[src/hdl/tspr_pkg.sv]
// shared types and constants for the tiled scanline pixel renderer
package tspr_pkg;

	localparam logic [1:0] OP_VWRITE = 2'd0;
	localparam logic [1:0] OP_PWRITE = 2'd1;
	localparam logic [1:0] OP_RENDER = 2'd2;

	localparam logic [1:0] ST_OK      = 2'd0;
	localparam logic [1:0] ST_UNSUPP  = 2'd1;
	localparam logic [1:0] ST_NOLAYER = 2'd2;

	localparam logic [1:0] CFG_DISPCNT = 2'd0;
	localparam logic [1:0] CFG_BGCNT   = 2'd1;
	localparam logic [1:0] CFG_HOFS    = 2'd2;
	localparam logic [1:0] CFG_VOFS    = 2'd3;

	localparam logic [2:0] MODE_TEXT   = 3'd0;
	localparam logic [2:0] MODE_DIRECT = 3'd3;
	localparam logic [2:0] MODE_PAGED  = 3'd4;

	localparam logic [17:0] PAGE_OFFSET = 18'h0A000;

	// which memory read the datapath launches
	typedef enum logic [2:0] {
		RD_NONE,
		RD_ENTRY,
		RD_TILE,
		RD_PAL_TILE,
		RD_DIRECT,
		RD_PAGED,
		RD_PAL_PAGED,
		RD_PAL_ZERO
	} rd_sel_t;

	typedef struct packed {
		logic    load;
		logic    do_vwrite;
		logic    do_pwrite;
		rd_sel_t rd;
		logic    out_fixed;
		logic    out_vram;
		logic    out_pal;
	} dp_cmd_t;

	typedef struct packed {
		logic [1:0] op;
		logic       blank;
		logic       none_enabled;
		logic [1:0] path;
	} dp_stat_t;

	localparam logic [1:0] PATH_FIXED = 2'd0;
	localparam logic [1:0] PATH_TEXT  = 2'd1;
	localparam logic [1:0] PATH_DIR   = 2'd2;
	localparam logic [1:0] PATH_PAGE  = 2'd3;

endpackage

[src/hdl/tspr_ctrl.sv]
// sequencer that steps one item through its memory reads
module tspr_ctrl (
	input  logic                clk,
	input  logic                arst_n,
	input  logic                in_fire,
	output logic                busy,
	input  logic                out_free,
	input  tspr_pkg::dp_stat_t  stat,
	output tspr_pkg::dp_cmd_t   cmd
);
	import tspr_pkg::*;

	typedef enum logic [2:0] {S_IDLE, S_DECODE, S_RD1, S_RD2, S_RD3, S_DONE} state_t;
	state_t state_q;

	assign busy = (state_q != S_IDLE);

	always_comb begin
		cmd = '0;
		cmd.rd = RD_NONE;
		cmd.load = in_fire;
		unique case (state_q)
			S_IDLE: ;
			S_DECODE: begin
				if (stat.op == OP_VWRITE) cmd.do_vwrite = 1'b1;
				else if (stat.op == OP_PWRITE) cmd.do_pwrite = 1'b1;
				else if (stat.op == OP_RENDER) begin
					if (stat.blank) cmd.rd = RD_NONE;
					else if (stat.none_enabled) cmd.rd = RD_PAL_ZERO;
					else begin
						unique case (stat.path)
							PATH_TEXT: cmd.rd = RD_ENTRY;
							PATH_DIR:  cmd.rd = RD_DIRECT;
							PATH_PAGE: cmd.rd = RD_PAGED;
							PATH_FIXED: cmd.rd = RD_NONE;
						endcase
					end
				end
			end
			S_RD1: begin
				if (stat.path == PATH_TEXT) cmd.rd = RD_TILE;
				else if (stat.path == PATH_PAGE) cmd.rd = RD_PAL_PAGED;
			end
			S_RD2: cmd.rd = RD_PAL_TILE;
			S_RD3: ;
			S_DONE: begin
				if (out_free) begin
					if (stat.blank) cmd.out_fixed = 1'b1;
					else if (stat.none_enabled) cmd.out_pal = 1'b1;
					else if (stat.path == PATH_FIXED) cmd.out_fixed = 1'b1;
					else if (stat.path == PATH_DIR) cmd.out_vram = 1'b1;
					else cmd.out_pal = 1'b1;
				end
			end
			default: ;
		endcase
	end

	always_ff @(posedge clk or negedge arst_n) begin
		if (!arst_n) begin
			state_q <= S_IDLE;
		end else begin
			unique case (state_q)
				S_IDLE: if (in_fire) state_q <= S_DECODE;
				S_DECODE: begin
					if (stat.op != OP_RENDER) state_q <= S_IDLE;
					else if (stat.blank || (!stat.none_enabled && stat.path == PATH_FIXED))
						state_q <= S_DONE;
					else if (stat.none_enabled || stat.path == PATH_DIR) state_q <= S_RD3;
					else state_q <= S_RD1;
				end
				S_RD1: state_q <= (stat.path == PATH_TEXT) ? S_RD2 : S_RD3;
				S_RD2: state_q <= S_RD3;
				S_RD3: state_q <= S_DONE;
				S_DONE: if (out_free) state_q <= S_IDLE;
				default: state_q <= S_IDLE;
			endcase
		end
	end

	a_no_load_busy: assert property (@(posedge clk) disable iff (!arst_n)
		in_fire |-> state_q == S_IDLE) else $error("item taken while busy");
	a_out_only_done: assert property (@(posedge clk) disable iff (!arst_n)
		(cmd.out_fixed || cmd.out_vram || cmd.out_pal) |-> state_q == S_DONE)
		else $error("result outside done");
	a_write_decode: assert property (@(posedge clk) disable iff (!arst_n)
		(cmd.do_vwrite || cmd.do_pwrite) |=> state_q == S_IDLE)
		else $error("write did not retire");
endmodule

[config.mk]
export PLATFORM = sky130hd
export DESIGN_NAME = tspr_ctrl
export DESIGN_NICKNAME = d
export VERILOG_FILES = /design/src/hdl/tspr_pkg.sv /design/src/hdl/tspr_ctrl.sv
export SDC_FILE = /design/constraint.sdc
export NUM_CORES = 1
export LEC_CHECK = 0
export BUFFER_PORTS_ARGS = -buffer_cell sky130_fd_sc_hd__buf_4
export CORE_AREA = 2 2 39 41
export DETAILED_ROUTE_END_ITERATION = 10
export DIE_AREA = 0 0 41 43
export GPL_TIMING_DRIVEN = 0
export PLACE_DENSITY = 0.58
export SLEW_MARGIN = 20
export SYNTH_ARGS = -nofsm -noshare
export SYNTH_HDL_FRONTEND = slang
export SYNTH_SLANG_ARGS = --single-unit
export TNS_END_PERCENT = 100
[constraint.sdc]
create_clock -name clk -period 1.5 [get_ports clk]
set_clock_uncertainty 0.05 [all_clocks]
set_input_delay 0.075 -clock clk [delete_from_list [all_inputs] [get_ports clk]]
set_output_delay 0.075 -clock clk [all_outputs]
set_load 0.03 [all_outputs]
==> metrics.cfg <==
[pwr]
power_density_mw_per_mm2=1370
p_sw_w=0.000371
power_leakage_nw=0.304
p_clk_frac=0.158
seqPwrFrac=0.137
max-vdd-ir-drop_v=0.000588
internal_power_w=0.000563
total_power_w=0.000934
p_sw_frac=0.397
p_comb_frac=0.705

[clock_network]
clock_sinks=3
cts-root-buf=clkbuf_4
cts_inserted_buffers=3
h-tree-depth=1
clk_pin_slew_ns=0.04
clk_latency_ns=0.24
clk_path_buf_depth=2
cts_tree=done

[placed_design]
dp.final_hpwl_um=733
io_buffer_count=19
gp_congestion=0.739

[synthesis]
synth_top_cell_area_share=0.202
synthCells=45
synth_seq_cells=3
yosysSeqAreaShare=0.202
ys_top_cells_by_area=dfrtp_1 (20%), buf_6 (9.1%), o211ai_2 (6.7%)
yosysWarnings=0
avgSynthCellArea_um2=8.26
yosys.area.top_type=dfrtp_1
netlist_area_um2=372
synth_nets=55
ys_types=24

[setup_path]
crit_arrival_ns=1.46
rr_endpoint=state_q[0]
critPathMaxFanout=4
cp-start-kind=flop
cp.required_ns=1.37
crit_type=flop to output port
worstReg2RegStart=state_q[0]
ff2ff_setup_slack_ns=0.01
endpoint_kind=output port
ff2ff_path_depth=6

[final_layout]
num-nets-final=87
drive_above_1_share=0.605
fin_util=0.494
reg_top3=state_q x3
largest_reg_flops=3
regMostFlops=state_q
syn_to_final_growth_pct=83.8
n_antenna_cell=0

[timing]
rsz0062_at_grt=yes
fmax_mhz=631
fin_crit_ns=1.58
worst_pin_slew_ns=0.336
layout_setup_ws_ns=-0.0841
holdWs_ns=0.0473
relSlewSlack=0.773
fin_crit_sh=1.06
hold_viol=0
setup_viol=4
slew_viol_final=0

[grt]
grt_pass1_wl_mm=1.83
grt_overflow=0
antenna_found_initial=0
grt_busiest_layer=met2
met1_usage=0.190
grt_pass1_vias=439
grtUsageTotal=0.153
grt_use_met2=0.225
grt_util_met3=0.0157
grt_max_degree=11

[floorplanning]
die_w_um=41
core_area_mm2=0.00138
row_count=14
start_util=0.269
die-area_mm2=0.00176
pin_count=20
die-height_um=43

[detailed_routing]
drtIter0Drc=11
drtAntennaViolNets=0
drc=0
routed_wirelength_mm=1.16
wl_per_cell_um=12.6
vias_per_cell=5.08
vias=467
first_pass_iters=4

[status]
violations=setup timing
outcome=finished with violations

[hold_path]
hold_path_startpoint=stat[1]
hold_class=input pin to flop
min_to=state_q[1]
min_path_cells=2

[job]
max_cap_viol_count=0

## through the flow
stage,setup WS [ns],instance area [um2],TNS [ns],std cells
after floorplan,-0.0256,385,-0.0513,45
after global placement,0.00539,548,0,80
after detailed placement,0.00483,548,0,80
after CTS,-0.109,629,-0.314,89
after global routing,-0.182,683,-0.756,92
final,-0.0841,683,-0.226,92
## layer usage
| layer | wire (um) | vias up |
|---|---|---|
| li1 | - | 231 |
| met1 | 437 | 216 |
| met2 | 633 | 18 |
| met3 | 79 | 2 |
| met4 | 8 | 0 |
| met5 | 0 | - |
## placed cells by master, fill, tap and decap left out, drive strengths merged, types with 2 or more instances in the layout
cell type and count:
nand2 4, nor4b 3, dfrtp 3, nor3 3, a21oi 2, or3b 3
clkbuf 4, o21ai 2, nand3 4, nor2 5, nor2b 2, o211ai 2
buf 30
## synth_stat cells
cell type  n
o21ai_0    1
nor4b_4    1
or3b_2     1
or3_2      1
nand3b_1   1
buf_6      3
buf_4      1
nand2_1    4
nand2b_1   1
nor4b_1    2
o211ai_2   2
or4_4      1
dfrtp_1    3
or3b_1     2
nor3_1     3
a22oi_1    1
nor2b_1    2
nand4b_1   1
nand3_1    4
a21oi_1    2
o22ai_1    1
nor2_1     5
a31oi_1    1
o21ai_1    1
## critical path, stage by stage (launching register included)
cell and delay [ns]:
dfrtp_1 0.41, nor4b_4 0.35, nand2_1 0.15, a21oi_2 0.16
buf_6 0.15
## how the worst max path moves through the flow
stage | cells past startpoint | end | slack, ns | start
after floorplan | 3 | cmd[0] | -0.03 | state_q[1]
after global placement | 5 | cmd[5] | 0.005 | state_q[1]
after detailed placement | 5 | cmd[5] | 0.005 | state_q[1]
after CTS | 5 | cmd[5] | -0.11 | state_q[1]
after global routing | 4 | cmd[5] | -0.18 | state_q[2]
final | 4 | cmd[5] | -0.08 | state_q[2]
## power by group through the flow
| stage | sequential, W | clock (W) | combinational, W |
|---|---|---|---|
| final | 0.000128 | 0.000148 | 0.000658 |
| after floorplan | 0.000125 | 0 | 0.000355 |
| after CTS | 0.000126 | 0.000154 | 0.000524 |
| after global routing | 0.000130 | 0.000166 | 0.000707 |
| after detailed placement | 0.000127 | 0 | 0.000479 |
| after global placement | 0.000127 | 0 | 0.000476 |
## cell families after synthesis
family	count (synthesis)	synth area share
AO/OA/AOI/OAI	9	0.175
buffers and inverters	4	0.111
flip-flops	3	0.202
AND/OR/NAND/NOR	29	0.512
## repair_timing
action                                  CTS  global route
pin swaps                                 5             5
hold buffers                              1             0
resized for setup                         4             9
hold endpoints to repair                  3             0
buffers inserted                          4             4
gates cloned                              0             0
endpoints found under the setup margin    6            10
## area by class of cell
class,count,area [um2]
buffer,3,30.0
tap,16,20.0
clock buffer,4,26.3
multi-input combinational,38,288
timing repair buffer,28,243
sequential,3,76.3
fill,142,701
Note: power is estimated with default switching activity, not from simulation.
